==> config.mk <==
export PLATFORM = sky130hd
export DESIGN_NAME = ps2_scancode_prefix_parser
export DESIGN_NICKNAME = d
export VERILOG_FILES = /design/src/design/ps2sp_pkg.sv /design/src/design/ps2sp_step.sv /design/src/design/ps2_scancode_prefix_parser.sv
export VERILOG_INCLUDE_DIRS = /design/src /design/src/design
export SDC_FILE = /design/constraint.sdc
export NUM_CORES = 1
export LEC_CHECK = 0
export BUFFER_PORTS_ARGS = -buffer_cell sky130_fd_sc_hd__buf_4
export CAP_MARGIN = 25
export CORE_MARGIN = 5
export CORE_UTILIZATION = 35
export DETAILED_ROUTE_END_ITERATION = 10
export HOLD_SLACK_MARGIN = 0.03
export PLACE_DENSITY_LB_ADDON = 0.25
export SLEW_MARGIN = 10
export SYNTH_ARGS = -nofsm -noshare
export SYNTH_HDL_FRONTEND = slang
export SYNTH_SLANG_ARGS = --single-unit
==> constraint.sdc <==
create_clock -name clk -period 2.65 [get_ports clk]
set_clock_uncertainty 0.1 [all_clocks]
set_input_delay 0.1325 -clock clk [delete_from_list [all_inputs] [get_ports clk]]
set_output_delay 0.1325 -clock clk [all_outputs]
set_load 0.01 [all_outputs]
==> src/design/ps2_scancode_prefix_parser_macros.svh <==
// Assertion macros shared by the PS/2 scancode parser RTL.
// No dependencies; include with the bare file name.
`ifndef PS2_SCANCODE_PREFIX_PARSER_MACROS_SVH
`define PS2_SCANCODE_PREFIX_PARSER_MACROS_SVH

// Check that a condition implies another in the same cycle.
`define PS2SP_ASSERT_SAME(lbl, clk, rstn, ante, cons) \
  lbl: assert property (@(posedge clk) disable iff (!(rstn)) (ante) |-> (cons)) \
    else $error("%m: same-cycle check failed");

// Check that a condition implies another in the next cycle.
`define PS2SP_ASSERT_NEXT(lbl, clk, rstn, ante, cons) \
  lbl: assert property (@(posedge clk) disable iff (!(rstn)) (ante) |=> (cons)) \
    else $error("%m: next-cycle check failed");

`endif

==> src/design/ps2sp_pkg.sv <==
// Types and byte codes for the PS/2 scan set 2 prefix parser.
// No dependencies; imported by ps2sp_step and the top level.
`default_nettype none

package ps2sp_pkg;

  localparam logic [7:0] BYTE_ACK      = 8'hFA;
  localparam logic [7:0] BYTE_RESEND   = 8'hFE;
  localparam logic [7:0] BYTE_ECHO     = 8'hEE;
  localparam logic [7:0] BYTE_BAT_OK   = 8'hAA;
  localparam logic [7:0] BYTE_EXTEND   = 8'hE0;
  localparam logic [7:0] BYTE_BREAK    = 8'hF0;
  localparam logic [7:0] BYTE_PAUSE    = 8'hE1;
  localparam logic [7:0] BYTE_FAKESHFT = 8'h12;
  localparam logic [2:0] PAUSE_SKIP    = 3'd7;

  // Held pair after reset or a release of the held key: E0 00 matches no key.
  localparam logic [7:0] HELD_CODE_IDLE = 8'h00;
  localparam logic       HELD_EXT_IDLE  = 1'b1;

  typedef struct packed {
    logic [2:0] skip_left;
    logic       ext_pending;
    logic       release_pending;
    logic [7:0] held_code;
    logic       held_ext;
  } state_t;

  typedef struct packed {
    logic [7:0] key_code;
    logic       is_extended;
    logic       is_release;
  } event_t;

endpackage

`default_nettype wire

==> src/design/ps2sp_step.sv <==
// Per-byte decode: next parser state and the optional key event.
// Depends on ps2sp_pkg.
`default_nettype none

module ps2sp_step
  import ps2sp_pkg::*;
(
  input  logic [7:0] scan_byte,
  input  state_t     st,
  output state_t     st_nxt,
  output logic       emit,
  output event_t     evt
);

  logic is_reply;
  logic held_match;

  assign is_reply   = (scan_byte == BYTE_ACK) || (scan_byte == BYTE_RESEND) ||
                      (scan_byte == BYTE_ECHO) || (scan_byte == BYTE_BAT_OK);
  assign held_match = (scan_byte == st.held_code) && (st.ext_pending == st.held_ext);

  assign evt.key_code    = scan_byte;
  assign evt.is_extended = st.ext_pending;
  assign evt.is_release  = st.release_pending;

  always_comb begin
    st_nxt = st;
    emit   = 1'b0;
    priority if (st.skip_left != 3'd0) begin
      st_nxt.skip_left = st.skip_left - 3'd1;
    end else if (is_reply) begin
      // drop
    end else if (scan_byte == BYTE_EXTEND) begin
      st_nxt.ext_pending = 1'b1;
    end else if (scan_byte == BYTE_BREAK) begin
      st_nxt.release_pending = 1'b1;
    end else if (scan_byte == BYTE_PAUSE) begin
      st_nxt.skip_left = PAUSE_SKIP;
    end else if (held_match && !st.release_pending) begin
      // typematic repeat: drop and clear marks
      st_nxt.ext_pending     = 1'b0;
      st_nxt.release_pending = 1'b0;
    end else begin
      if (!st.release_pending) begin
        st_nxt.held_code = scan_byte;
        st_nxt.held_ext  = st.ext_pending;
      end else if (held_match) begin
        st_nxt.held_code = HELD_CODE_IDLE;
        st_nxt.held_ext  = HELD_EXT_IDLE;
      end
      st_nxt.ext_pending     = 1'b0;
      st_nxt.release_pending = 1'b0;
      emit = !((scan_byte == BYTE_FAKESHFT) && st.ext_pending);
    end
  end

endmodule

`default_nettype wire

==> src/design/ps2_scancode_prefix_parser.sv <==
// PS/2 scan set 2 prefix parser. Takes one received keyboard byte per
// request and turns the stream into key events (code, extended, release).
// Reply bytes FA, FE, EE and AA are dropped; E0 and F0 set extended and
// release marks; E1 swallows the rest of the pause sequence (seven bytes);
// a repeated press of the last pressed key is suppressed and clears the
// marks; the fake shift E0 12 never produces an event. Throughput is one
// byte per cycle while the consumer keeps up: the byte is captured in an
// input register, decoded by a single short compare network, and the
// event lands in an output register that drives out_valid. Both registers
// advance together whenever the output register is empty or being drained,
// so a stalled consumer holds back at most one byte in flight. Parser state
// is updated only when the captured byte advances. No clearing pass after
// reset: the block is ready as soon as reset is released.
// Depends on ps2sp_pkg, ps2sp_step and the macros header.
`default_nettype none

`include "ps2_scancode_prefix_parser_macros.svh"

module ps2_scancode_prefix_parser
  import ps2sp_pkg::*;
(
  input  logic       clk,
  input  logic       rst_n,
  input  logic       in_valid,
  output logic       in_ready,
  input  logic [7:0] in_scan_byte,
  output logic       out_valid,
  input  logic       out_ready,
  output logic [7:0] out_key_code,
  output logic       out_is_extended,
  output logic       out_is_release
);

  // input register
  logic       s1_vld_r;
  logic [7:0] s1_byte_r;

  // parser state
  state_t st_r;
  state_t st_nxt;

  // output register
  logic   out_vld_r;
  event_t out_evt_r;

  logic   emit;
  event_t evt;
  logic   s1_adv;

  ps2sp_step u_step (
    .scan_byte (s1_byte_r),
    .st        (st_r),
    .st_nxt    (st_nxt),
    .emit      (emit),
    .evt       (evt)
  );

  // Advance the captured byte when the output slot is free or draining.
  assign s1_adv   = !out_vld_r || out_ready;
  assign in_ready = !s1_vld_r || s1_adv;

  always_ff @(posedge clk) begin
    if (!rst_n) begin
      s1_vld_r <= 1'b0;
    end else if (in_ready) begin
      s1_vld_r <= in_valid;
    end
  end

  always_ff @(posedge clk) begin
    if (in_valid && in_ready) begin
      s1_byte_r <= in_scan_byte;
    end
  end

  // Commit the parser state only when the byte is consumed.
  always_ff @(posedge clk) begin
    if (!rst_n) begin
      st_r.skip_left       <= 3'd0;
      st_r.ext_pending     <= 1'b0;
      st_r.release_pending <= 1'b0;
      st_r.held_code       <= HELD_CODE_IDLE;
      st_r.held_ext        <= HELD_EXT_IDLE;
    end else if (s1_vld_r && s1_adv) begin
      st_r <= st_nxt;
    end
  end

  always_ff @(posedge clk) begin
    if (!rst_n) begin
      out_vld_r <= 1'b0;
    end else if (s1_adv) begin
      out_vld_r <= s1_vld_r && emit;
    end
  end

  always_ff @(posedge clk) begin
    if (s1_adv && s1_vld_r && emit) begin
      out_evt_r <= evt;
    end
  end

  assign out_valid       = out_vld_r;
  assign out_key_code    = out_evt_r.key_code;
  assign out_is_extended = out_evt_r.is_extended;
  assign out_is_release  = out_evt_r.is_release;

  // A byte consumed during the pause skip never yields an event.
  `PS2SP_ASSERT_NEXT(a_skip_no_event, clk, rst_n,
    s1_vld_r && s1_adv && (st_r.skip_left != 3'd0), !out_vld_r)
  // An emitted event leaves both marks clear.
  `PS2SP_ASSERT_NEXT(a_marks_cleared, clk, rst_n,
    s1_vld_r && s1_adv && emit, !st_r.ext_pending && !st_r.release_pending)
  // Prefix bytes and the fake shift never reach the output.
  `PS2SP_ASSERT_SAME(a_no_prefix_out, clk, rst_n, out_vld_r,
    (out_evt_r.key_code != BYTE_EXTEND) && (out_evt_r.key_code != BYTE_BREAK) &&
    (out_evt_r.key_code != BYTE_PAUSE) &&
    !(out_evt_r.is_extended && (out_evt_r.key_code == BYTE_FAKESHFT)))

endmodule

`default_nettype wire
Word-level counts from Yosys, hierarchy flattened
Index checks and enable logic that the tools add are counted.
{"block": "totals", "reg_bits": 34, "in_bits": 12, "wordCells": 76}
{"block": "op_classes", "add_sub_neg": 1, "n_eq_ne": 17, "n_mux": 19, "bitwise_logic": 6, "n_reduce_logical": 22}
{"cell": "$eq 8x8->1 const B", "n": 7}
{"cell": "$mux 9", "n": 4}
{"cell": "$reduce_and 5->1", "n": 3}
{"cell": "$mux 14", "n": 1}
{"cell": "$ne 2x1->1 const B", "n": 6}
{"cell": "$mux 11", "n": 1}
{"cell": "$mux 10", "n": 1}
{"cell": "$mux 3", "n": 3}
{"cell": "$eq 8x5->1 const B", "n": 1}
{"cell": "$eq 8x8->1", "n": 1}
{"cell": "$mux 1", "n": 8}
{"cell": "$reduce_and 8->1", "n": 1}
{"cell": "$logic_and 1x1->1", "n": 7}
{"cell": "$not 1->1", "n": 6}
{"cell": "$logic_or 1x1->1", "n": 5}
{"cell": "$logic_not 1->1", "n": 4}
{"cell": "$mux 4", "n": 1}
{"cell": "$reduce_bool 3->1", "n": 1}
{"cell": "$sub 3x1->3 const B", "n": 1}
{"cell": "$ne 2x2->1 const B", "n": 1}
{"cell": "$reduce_bool 2->1", "n": 1}
{"cell": "$eq 1x1->1", "n": 1}

Logic depth before layout (Yosys ltp)
Gate-level depths: netlist of the first run.
{"block": "logic_depth", "word_depth": 10, "ltp_mapped": 10, "ltp_nobuf": 7}

Modules after synthesis
A second synthesis of the first run with hierarchy kept.
{"block": "unflattened", "cells_unflattened": 186, "hier_area_um2": 1955.6}
{"module": "ps2_scancode_prefix_parser", "instances": 1, "cells_each": 92, "area_per_inst_um2": 1228.7}
{"module": "ps2sp_step", "instances": 1, "cells_each": 94, "area_per_inst_um2": 726.9}

Worst setup path after synthesis of the first run
No wires, ideal clock.
{"block": "synth_path", "path_kind": "register -> register", "startpoint": "reg s1_byte_r[6]", "endpoint": "reg out_evt_r, in the netlist out_is_extended, enable pin", "setup_ns": 0.390, "t_arrival_ns": 1.973, "setup_slack_ns": 0.188, "path_stages_with_launch": 6, "n_path_buf": 1, "synth_period_minus_slack_ns": 2.462, "path_cell_list": "edfxtp_1 or4b_1 a211o_1 clkbuf_1 nand3_1 nor3_1"}
{"block": "synth_via", "elab_chain_cells": 10}
{"item": "start, declared", "line": "ps2_scancode_prefix_parser.sv:36", "source": "logic [7:0] s1_byte_r;"}
{"item": "start signal, assigned", "line": "ps2_scancode_prefix_parser.sv:72", "source": "s1_byte_r <= in_scan_byte;"}
{"item": "$eq 8x5->1 / $eq 8x8->1 (equally long branches)", "line": "ps2sp_step.sv:53, ps2sp_step.sv:20"}
{"item": "$logic_and 1x1->1 (on tied branches)", "line": "ps2sp_step.sv:53, ps2sp_step.sv:20"}
{"item": "$logic_not 1->1 / $logic_and 1x1->1 (equally long branches)", "line": "ps2sp_step.sv:53, ps2sp_step.sv:39"}
{"item": "$mux 1", "line": "ps2sp_step.sv:39", "source": "end else if (held_match && !st.release_pending) begin"}
{"item": "$mux 1", "line": "ps2sp_step.sv:37", "source": "end else if (scan_byte == BYTE_PAUSE) begin"}
{"item": "$mux 1", "line": "ps2sp_step.sv:35", "source": "end else if (scan_byte == BYTE_BREAK) begin"}
{"item": "$mux 1", "line": "ps2sp_step.sv:33", "source": "end else if (scan_byte == BYTE_EXTEND) begin"}
{"item": "$mux 1 (*)", "line": "ps2sp_step.sv:31", "source": "end else if (is_reply) begin"}
{"item": "$mux 1 (*)", "line": "ps2sp_step.sv:29", "source": "priority if (st.skip_left != 3'd0) begin"}
{"item": "$logic_and 1x1->1 (*)", "line": "ps2_scancode_prefix_parser.sv:98", "source": "if (s1_adv && s1_vld_r && emit) begin"}
{"item": "end signal, assigned", "line": "ps2_scancode_prefix_parser.sv:99", "source": "out_evt_r <= evt;"}
{"item": "end, declared", "line": "ps2_scancode_prefix_parser.sv:44", "source": "event_t out_evt_r;"}
Mark *: on every way between the ends. The rest lies on a longest branch, timed or not.
A chain may end at the register's enable or synchronous reset.

Final worst setup path of the first run
{"block": "layout_path", "startpoint": "reg s1_byte_r[4]", "endpoint": "reg st_r[5] in the netlist's numbering"}
{"block": "layout_via", "elab_chain_cells": 6}
{"item": "$eq 8x8->1", "line": "ps2sp_step.sv:18", "source": "assign is_reply = (scan_byte == BYTE_ACK) || (scan_byte == BYTE_RESEND) ||"}
{"item": "$logic_or 1x1->1 (2 in a row)", "line": "ps2sp_step.sv:18"}
{"item": "$logic_or 1x1->1", "line": "ps2sp_step.sv:19", "source": "(scan_byte == BYTE_ECHO) || (scan_byte == BYTE_BAT_OK);"}
{"item": "$not 1->1 (no line)"}
{"item": "$reduce_and 8->1 (no line)"}
{"item": "end signal, assigned", "line": "ps2_scancode_prefix_parser.sv:85", "source": "st_r <= st_nxt;"}
{"item": "end, declared", "line": "ps2_scancode_prefix_parser.sv:39", "source": "state_t st_r;"}
Several ways; a longest one is shown, not always the timed one.

==> impl_metrics.py, run 1 <==
metrics = {
    "synth": {
        "synth-edff-count": 18,
        "synth_warnings": 0,
        "yosysMostFrequentCell": "edfxtp_1",
        "yosys-top-cells-count": "18 x edfxtp_1, 16 x dfxtp_1, 13 x nand2_1",
        "ys_seq_area_frac": 0.560,
        "synth.distinct_cells": 37,
        "yosys.area.top_type": "edfxtp_1",
        "synth.avg_cell_area_um2": 11.3,
        "synth_seq_cells": 34,
        "syn-num-nets": 151,
        "synthArstFlopShare": 0,
        "synthesis.area_um2": 1540,
        "syn_inst": 136,
        "yosys.area.top_type_share": 0.352,
        "ys_top_cells_by_area": "edfxtp_1 35%, dfxtp_1 21%, a41o_1 5.2%, xnor2_1 4.6%, a31oi_1 4.1%",
        "yosys_most_used_dff": "edfxtp_1",
    },
    "critical_path": {
        "critical_path_required_ns": 2.73,
        "path_class": "register to register",
        "reg2reg_slack_ns": 0.25,
        "crit_start": "s1_byte_r[4]",
        "end_kind": "register",
        "worst-r2r-cell-count": 4,
        "crit_arrival_ns": 2.48,
        "regToRegEndpoint": "st_r[5]",
        "cp-start-kind": "register",
        "cp_max_fo": 13,
        "r2r_start": "s1_byte_r[4]",
    },
    "min_path": {
        "hold_depth": 4,
        "holdPathEnd": "out_valid",
        "hold_path.startpoint": "out_ready",
        "min-delay-path-class": "primary input to register",
    },
    "power": {
        "p_clk_frac": 0.325,
        "combPwrFrac": 0.117,
        "ir_drop_uv": 187,
        "power_density_nw_per_um2": 569,
        "power.switching_uw": 264,
        "leakage_nw": 0.754,
        "intPower_uw": 834,
        "sequentialPowerShare": 0.558,
        "sw_frac_of_total": 0.241,
    },
    "layout": {
        "final_util": 0.450,
        "fin_nets": 186,
        "n_antenna_cell": 0,
        "areaGrowthSynthToFinish_pct": 25.7,
        "drive_above_1_share": 0.192,
    },
    "clocking": {
        "clock-sinks": 34,
        "cts_hold_buffers": 9,
        "cts_buffers": 5,
        "clockRootBuffer": "clkbuf_8",
        "cts_setup_buffers": 0,
        "clkTransAtPathRegs_ns": 0.07,
        "cts_max_path_buffers": 2,
        "htreeDepth": 2,
        "clkLatencyLatePin_ns": 0.28,
        "ctsResizeCount": 0,
        "cts_tree": "built",
    },
    "placement": {
        "dp_hpwl_mm": 2.56,
        "io_buffers": 23,
        "gp_congestion": 0.831,
        "pre_cts_slack_ns": 0.279,
    },
    "global_routing": {
        "grt_overflow": 0,
        "grt_pass1_wl_mm": 6.14,
        "grt_max_degree": 24,
        "grt_pass1_vias": 1237,
        "grtUsageTotal": 0.131,
        "grt_antenna_before_repair": 0,
    },
    "floorplan": {
        "io_pins": 24,
        "die_w_um": 76.3,
        "start_util": 0.358,
        "die-area_um2": 5810,
        "core_region_area_um2": 4290,
        "die_h_um": 76.3,
        "rows": 24,
    },
    "drt": {
        "routedWlPerCell_um": 16.2,
        "drt_iter0_markers": 132,
        "num_vias": 1247,
        "ant_nets": 0,
        "wl_mm": 3.63,
        "drt-vias-per-instance": 5.57,
        "drc": 0,
        "dr.pass1.iters": 4,
    },
    "timing": {
        "slew_violations": 0,
        "rsz0062_at_grt": "false",
        "finalCritPeriodShare": 0.907,
        "fmax_mhz": 416,
        "relSlewSlack": 0.689,
        "setup_viol": 0,
        "tightestPinTransition_ns": 0.466,
        "hold_violations": 0,
        "finalSetupTns_ns": 0,
        "worst_slack_ns": 0.247,
        "fin_crit_ns": 2.40,
    },
    "run": {
        "maxCapViolations": 0,
    },
    "outcome": {
        "status": "complete, no violations",
    },
}
cell families (layout without fill, tap and decap cells):
logic type	count (synthesis)	after routing	synth area share
and+or+nand+nor	43	43	0.148
xor gates and xnor gates	10	10	0.0570
adders and majority gates	3	3	0.0244
DFF	34	34	0.560
buffers and inverters	14	50	0.0440
AOI/OAI and AO/OA	32	32	0.166
per-layer routing:
metal | vias up | global-route usage | routed length (um)
met4 | 0 | 0.0315 | 18
met1 | 606 | 0.165 | 1550
met3 | 2 | 0.0532 | 288
li1 | 592 | - | -
met5 | - | 0 | 0
met2 | 47 | 0.209 | 1770
flip-flops by register name (all words and copies together), names as in the netlist:
register         cells
st_r                14
out_is_release       1
out_valid            1
out_is_extended      1
s1_vld_r             1
s1_byte_r            8
out_key_code         8
placed cells by master, fill, tap and decap left out, drive strengths merged:
master       instances
nand2b               3
or4b                 1
dlygate4sd3          9
nor2b                2
a31oi               10
o31ai                2
nor4                 2
clkinv               3
a211o                2
nor2                 3
a2111o               1
a21oi                1
nand3                4
nand4                3
dfxtp               16
o41ai                1
clkbuf               6
nor3                 4
or3                  2
a41o                 8
ha                   3
o31a                 1
nand2               13
xnor2                8
edfxtp              18
o211ai               2
xor2                 2
o311a                1
buf                 27
and2                 1
inv                  5
and3                 3
o21ai                2
nand4b               1
o41a                 1
and4                 1
through the flow:
stage	power (mW)	hold WS [ns]	area [um2]	std cells
floorplan	0.690	0.131	1540	136
CTS	1.11	0.0671	1930	224
finish	1.10	0.0709	1930	224
global route	1.15	0.0765	1930	224
detailed placement	0.742	0.212	1760	207
global placement	0.737	0.212	1760	207
power groups by stage:
stage / clock, mW / sequential (mW) / combinational (mW)
floorplan: 0 / 0.620 / 0.0695
global placement: 0 / 0.623 / 0.114
detailed placement: 0 / 0.624 / 0.118
CTS: 0.367 / 0.613 / 0.130
global route: 0.390 / 0.617 / 0.141
finish: 0.357 / 0.613 / 0.129
worst max path at each step:
stage	endpoint	slack (ns)	cells after the start
final	st_r[5]	0.25	4
after global routing	st_r[6]	0.11	7
after CTS	st_r[5]	0.27	4
after detailed placement	st_r[5]	0.28	4
after global placement	st_r[4]	0.31	4
after floorplan	out_is_extended	0.19	5
area by class of cell:
| type | count | area, um2 |
|---|---|---|
| flip-flops and latches | 34 | 861 |
| clock inverters | 2 | 8.76 |
| inverters | 6 | 22.5 |
| multi-input cells | 88 | 608 |
| fillers | 418 | 2360 |
| well taps | 52 | 65.1 |
| clock buffers | 6 | 72.6 |
| repair buffers | 36 | 293 |
critical path, stage by stage, from the launching register on:
cell and delay [ns]:
edfxtp_1 0.54, or3_1 0.42, a2111o_1 0.61, and3_1 0.34, a41o_1 0.28
Note: power is estimated with default switching activity, not from simulation.
==> run 2: changes to the inputs <==
Settings changed: RECOVER_POWER set to 100.
==> impl_metrics.py, run 2 (same netlist as run 1, synthesis figures left out) <==
metrics = {
    "placement": {
        "place_area_um2": 1760,
        "pre_cts_slack_ns": 0.279,
        "gp_congestion": 0.831,
        "place_inst": 207,
        "dp_hpwl_mm": 2.56,
        "io_buffers": 23,
    },
    "floorplan": {
        "start_util": 0.358,
        "die_h_um": 76.3,
        "die-area_um2": 5810,
        "rows": 24,
        "die_w_um": 76.3,
        "core_region_area_um2": 4290,
        "io_pins": 24,
    },
    "timing": {
        "relSlewSlack": 0.568,
        "slew_violations": 0,
        "worst_slack_ns": 0.207,
        "setup_viol": 0,
        "fin_crit_ns": 2.44,
        "finalSetupTns_ns": 0,
        "hold_violations": 0,
        "hold_ws_ns": 0.0681,
        "tightestPinTransition_ns": 0.648,
        "fmax_mhz": 409,
        "finalCritPeriodShare": 0.922,
        "rsz0062_at_grt": "false",
    },
    "global_routing": {
        "grt_antenna_before_repair": 0,
        "met2_usage": 0.209,
        "grt_pass1_wl_mm": 6.14,
        "use_met1": 0.165,
        "grt_overflow": 0,
        "grt_max_degree": 24,
        "busiest_layer": "met2",
        "grt_pass1_vias": 1237,
        "met3_usage": 0.0532,
        "grtUsageTotal": 0.131,
    },
    "run": {
        "maxCapViolations": 0,
    },
    "critical_path": {
        "cp-start-kind": "register",
        "crit_arrival_ns": 2.34,
        "critical_path_required_ns": 2.55,
        "crit_path_max_incr_delay_ns": 0.61,
        "reg2reg_slack_ns": 0.21,
        "crit_slowest_cell": "a2111o_1",
        "path_cells": "or3_1, a2111o_1, nand3_1, nor3_1, clkbuf_2",
        "path_class": "register to register",
        "r2r_start": "s1_byte_r[4]",
        "worst-r2r-cell-count": 5,
        "cp_max_fo": 13,
        "regToRegEndpoint": "out_key_code[0]",
        "end_kind": "register",
    },
    "clocking": {
        "clkLatencyLatePin_ns": 0.29,
        "clkTransAtPathRegs_ns": 0.07,
        "ctsResizeCount": 0,
        "cts_buffers": 5,
        "cts_max_path_buffers": 2,
        "htreeDepth": 2,
        "clockRootBuffer": "clkbuf_8",
        "cts_tree": "built",
        "clock-sinks": 34,
        "cts_setup_buffers": 0,
    },
    "drt": {
        "wl_mm": 3.60,
        "num_vias": 1217,
        "routedWlPerCell_um": 16.1,
        "drt_iter0_markers": 132,
        "dr.pass1.iters": 4,
        "drt-vias-per-instance": 5.43,
        "ant_nets": 0,
        "drc": 0,
    },
    "min_path": {
        "holdPathEnd": "out_valid",
        "min-delay-path-class": "primary input to register",
        "hold_path.startpoint": "out_ready",
        "hold_depth": 4,
    },
    "layout": {
        "stdcell_area_um2": 1880,
        "drive_above_1_share": 0.116,
        "n_antenna_cell": 0,
        "final_cells": 224,
        "areaGrowthSynthToFinish_pct": 22.3,
        "fin_nets": 186,
        "largest_reg_flops": 14,
        "largest-register": "st_r",
        "final_common_cell": "edfxtp_1",
        "final_util": 0.438,
        "final_cell_mix": "18 x edfxtp_1, 16 x dfxtp_1, 14 x clkbuf_1, 13 x nand2_1, 10 x a31oi_1",
    },
    "power": {
        "leakage_nw": 0.705,
        "ir_drop_uv": 188,
        "power_density_nw_per_um2": 580,
        "p_total_mw": 1.09,
    },
    "outcome": {
        "status": "complete, no violations",
    },
}
[run 2: cell types whose count changed in the layout (fill, tap and decap cells not counted), sizes merged]
cell / before / now
buf: 27 / 5
clkbuf: 6 / 28
[run 2: worst max-delay path, delay by kind of cell (launching register included)]
kind                   cells  cell delay [ns]
flip-flops                 1             0.54
AND/OR/NAND/NOR            3             0.65
AO/OA/AOI/OAI              1             0.61
buffers and inverters      1             0.24
[run 2: how the worst max path moves through the flow]
stage,from,endpoint,slack (ns)
2_1_floorplan,s1_byte_r[6],out_is_extended,0.19
3_3_place_gp,s1_byte_r[4],st_r[4],0.31
3_5_place_dp,s1_byte_r[4],st_r[5],0.28
4_1_cts,s1_byte_r[4],st_r[5],0.27
5_1_grt,s1_byte_r[2],st_r[6],0.11
6_report,s1_byte_r[4],out_key_code[0],0.21
[run 2: timing repair]
item / in CTS / in global routing
hold buffers: 9 / 0
setup endpoints to repair: 0 / 0
hold endpoints to repair: 9 / 0
[run 2: final cells by class]
cell class | instances | area [um2]
well taps | 52 | 65.1
flip-flops and latches | 34 | 861
clock buffers | 6 | 72.6
fillers | 429 | 2410
repair buffers | 36 | 241
clock inverters | 2 | 8.76
inverters | 6 | 22.5
multi-input cells | 88 | 608
[run 2: report_power, final]
group	internal [mW]	switching (mW)	total [mW]	leakage (nW)
Sequential	0.587	0.0253	0.612	0.303
Combinational	0.0566	0.0620	0.119	0.359
Clock	0.180	0.179	0.359	0.0426
[run 2: metal layers]
metal	vias to the layer above	wire (um)	part of all wire
met5	-	0	0
met4	0	34	0.0095
met3	4	255	0.071
met2	34	1760	0.49
met1	589	1550	0.43
li1	590	-	-
==> run 3: changes to the inputs <==
Settings changed: ABC_CLOCK_PERIOD_IN_PS set to 2650, CORE_ASPECT_RATIO set to 0.8.
==> impl_metrics.py, run 3 (same netlist as run 1, synthesis figures left out) <==
metrics = {
    "power": {
        "power_density_nw_per_um2": 572,
        "combPwrFrac": 0.106,
        "power.switching_uw": 257,
        "intPower_uw": 822,
        "sw_frac_of_total": 0.238,
        "leakage_nw": 0.701,
        "sequentialPowerShare": 0.567,
        "ir_drop_uv": 294,
        "p_clk_frac": 0.327,
    },
    "global_routing": {
        "grt_pass1_wl_mm": 6.01,
        "grt_pass1_vias": 1264,
        "grt_overflow": 0,
        "grt_antenna_before_repair": 0,
        "grt_max_degree": 24,
        "grtUsageTotal": 0.128,
    },
    "critical_path": {
        "crit_path_max_incr_delay_ns": 0.53,
        "reg2reg_slack_ns": 0.20,
        "critical_path_required_ns": 2.73,
        "crit_slowest_cell": "edfxtp_1",
        "worst-r2r-cell-count": 7,
        "regToRegEndpoint": "st_r[7]",
        "crit_arrival_ns": 2.53,
        "crit_start": "s1_byte_r[4]",
        "crit_end": "st_r[7]",
        "path_cells": "xnor2_1, nand3_1, nor4_1, ha_1, and4_1, and3_1, a41o_1",
        "path_delay_family": "simple AND/OR/NAND/NOR gates",
        "crit_buf_inv": 0,
        "cp.depth": 7,
        "cp-start-kind": "register",
        "path_class": "register to register",
        "cp_max_fo": 10,
        "end_kind": "register",
        "r2r_start": "s1_byte_r[4]",
    },
    "placement": {
        "dp_hpwl_mm": 2.54,
        "io_buffers": 23,
        "gp_congestion": 0.892,
    },
    "timing": {
        "fmax_mhz": 408,
        "finalCritPeriodShare": 0.925,
        "slew_violations": 0,
        "finalSetupTns_ns": 0,
        "tightestPinTransition_ns": 0.491,
        "hold_violations": 0,
        "hold_ws_ns": 0.107,
        "relSlewSlack": 0.673,
        "fin_crit_ns": 2.45,
        "rsz0062_at_grt": "false",
        "setup_viol": 0,
    },
    "drt": {
        "wl_mm": 3.38,
        "num_vias": 1222,
        "ant_nets": 0,
        "drc": 0,
        "dr.pass1.iters": 4,
        "drt_iter0_markers": 67,
        "routedWlPerCell_um": 14.7,
        "drt-vias-per-instance": 5.31,
    },
    "layout": {
        "final_util": 0.449,
        "final_common_cell": "edfxtp_1",
        "largest_reg_flops": 14,
        "fillers": 416,
        "drive_above_1_share": 0.110,
        "final_cell_mix": "18 x edfxtp_1, 16 x clkbuf_1, 16 x dfxtp_1, 13 x nand2_1, 10 x a31oi_1",
        "n_antenna_cell": 0,
        "areaGrowthSynthToFinish_pct": 22.7,
        "fin_nets": 187,
        "largest-register": "st_r",
    },
    "clocking": {
        "cts_max_path_buffers": 2,
        "clkLatencyLatePin_ns": 0.28,
        "cts_tree": "built",
        "clkTransAtPathRegs_ns": 0.07,
        "cts_setup_buffers": 0,
        "htreeDepth": 2,
        "clockRootBuffer": "clkbuf_8",
        "cts_hold_buffers": 9,
        "cts_buffers": 5,
        "clock-sinks": 34,
        "ctsResizeCount": 0,
    },
    "floorplan": {
        "core_region_area_um2": 4200,
        "die_w_um": 84.1,
        "die-area_um2": 5820,
        "rows": 21,
        "io_pins": 24,
        "start_util": 0.365,
        "die_h_um": 69.3,
    },
    "run": {
        "maxCapViolations": 0,
    },
    "min_path": {
        "min-delay-path-class": "primary input to register",
    },
    "outcome": {
        "status": "complete, no violations",
    },
}
## run 3: cell types whose count changed in the layout (fill, tap and decap cells not counted), sizes merged
cell,before,now
clkbuf,28,30
buf,5,4
## run 3: per-layer routing
metal / global-route usage / part of all wire / vias up
li1: - / - / 592
met2: 0.190 / 0.43 / 40
met3: 0.0475 / 0.074 / 9
met1: 0.163 / 0.47 / 581
met4: 0.0643 / 0.023 / 0
met5: 0 / 0 / -
## run 3: worst min path at each step
stage               startpoint            to  slack [ns]  cells after the start
2_1_floorplan  in_scan_byte[0]  s1_byte_r[0]        0.13                      0
3_3_place_gp   in_scan_byte[1]  s1_byte_r[1]        0.21                      1
3_5_place_dp   in_scan_byte[3]  s1_byte_r[3]        0.21                      1
4_1_cts                  rst_n      st_r[11]         0.1                      2
5_1_grt                  rst_n      st_r[11]        0.12                      2
6_report                 rst_n      st_r[11]        0.11                      2
## run 3: power by group through the flow
stage / clock network, mW / registers, mW / logic (mW)
CTS: 0.363 / 0.611 / 0.126
global route: 0.394 / 0.615 / 0.130
global placement: 0 / 0.622 / 0.113
detailed placement: 0 / 0.623 / 0.115
floorplan: 0 / 0.620 / 0.0695
finish: 0.353 / 0.612 / 0.115
## run 3: stage by stage
step                      std cells  area [um2]  setup WS, ns  power (mW)
after global placement          213        1770         0.278       0.735
after CTS                       230        1940         0.194        1.10
final                           230        1890         0.198        1.08
after detailed placement        213        1770         0.218       0.738
after global routing            230        1890        0.0141        1.14
after floorplan                 136        1540         0.188       0.690
## run 3: final cells by class
| cell class | count | area, um2 | share of cell area |
|---|---|---|---|
| inverters | 6 | 22.5 | 0.0119 |
| repair buffers | 37 | 241 | 0.128 |
| clock inverters | 2 | 8.76 | 0.00464 |
| multi-input cells | 88 | 608 | 0.322 |
| flip-flops and latches | 34 | 861 | 0.457 |
| clock buffers | 6 | 72.6 | 0.0385 |
| well taps | 57 | 71.3 | 0.0378 |
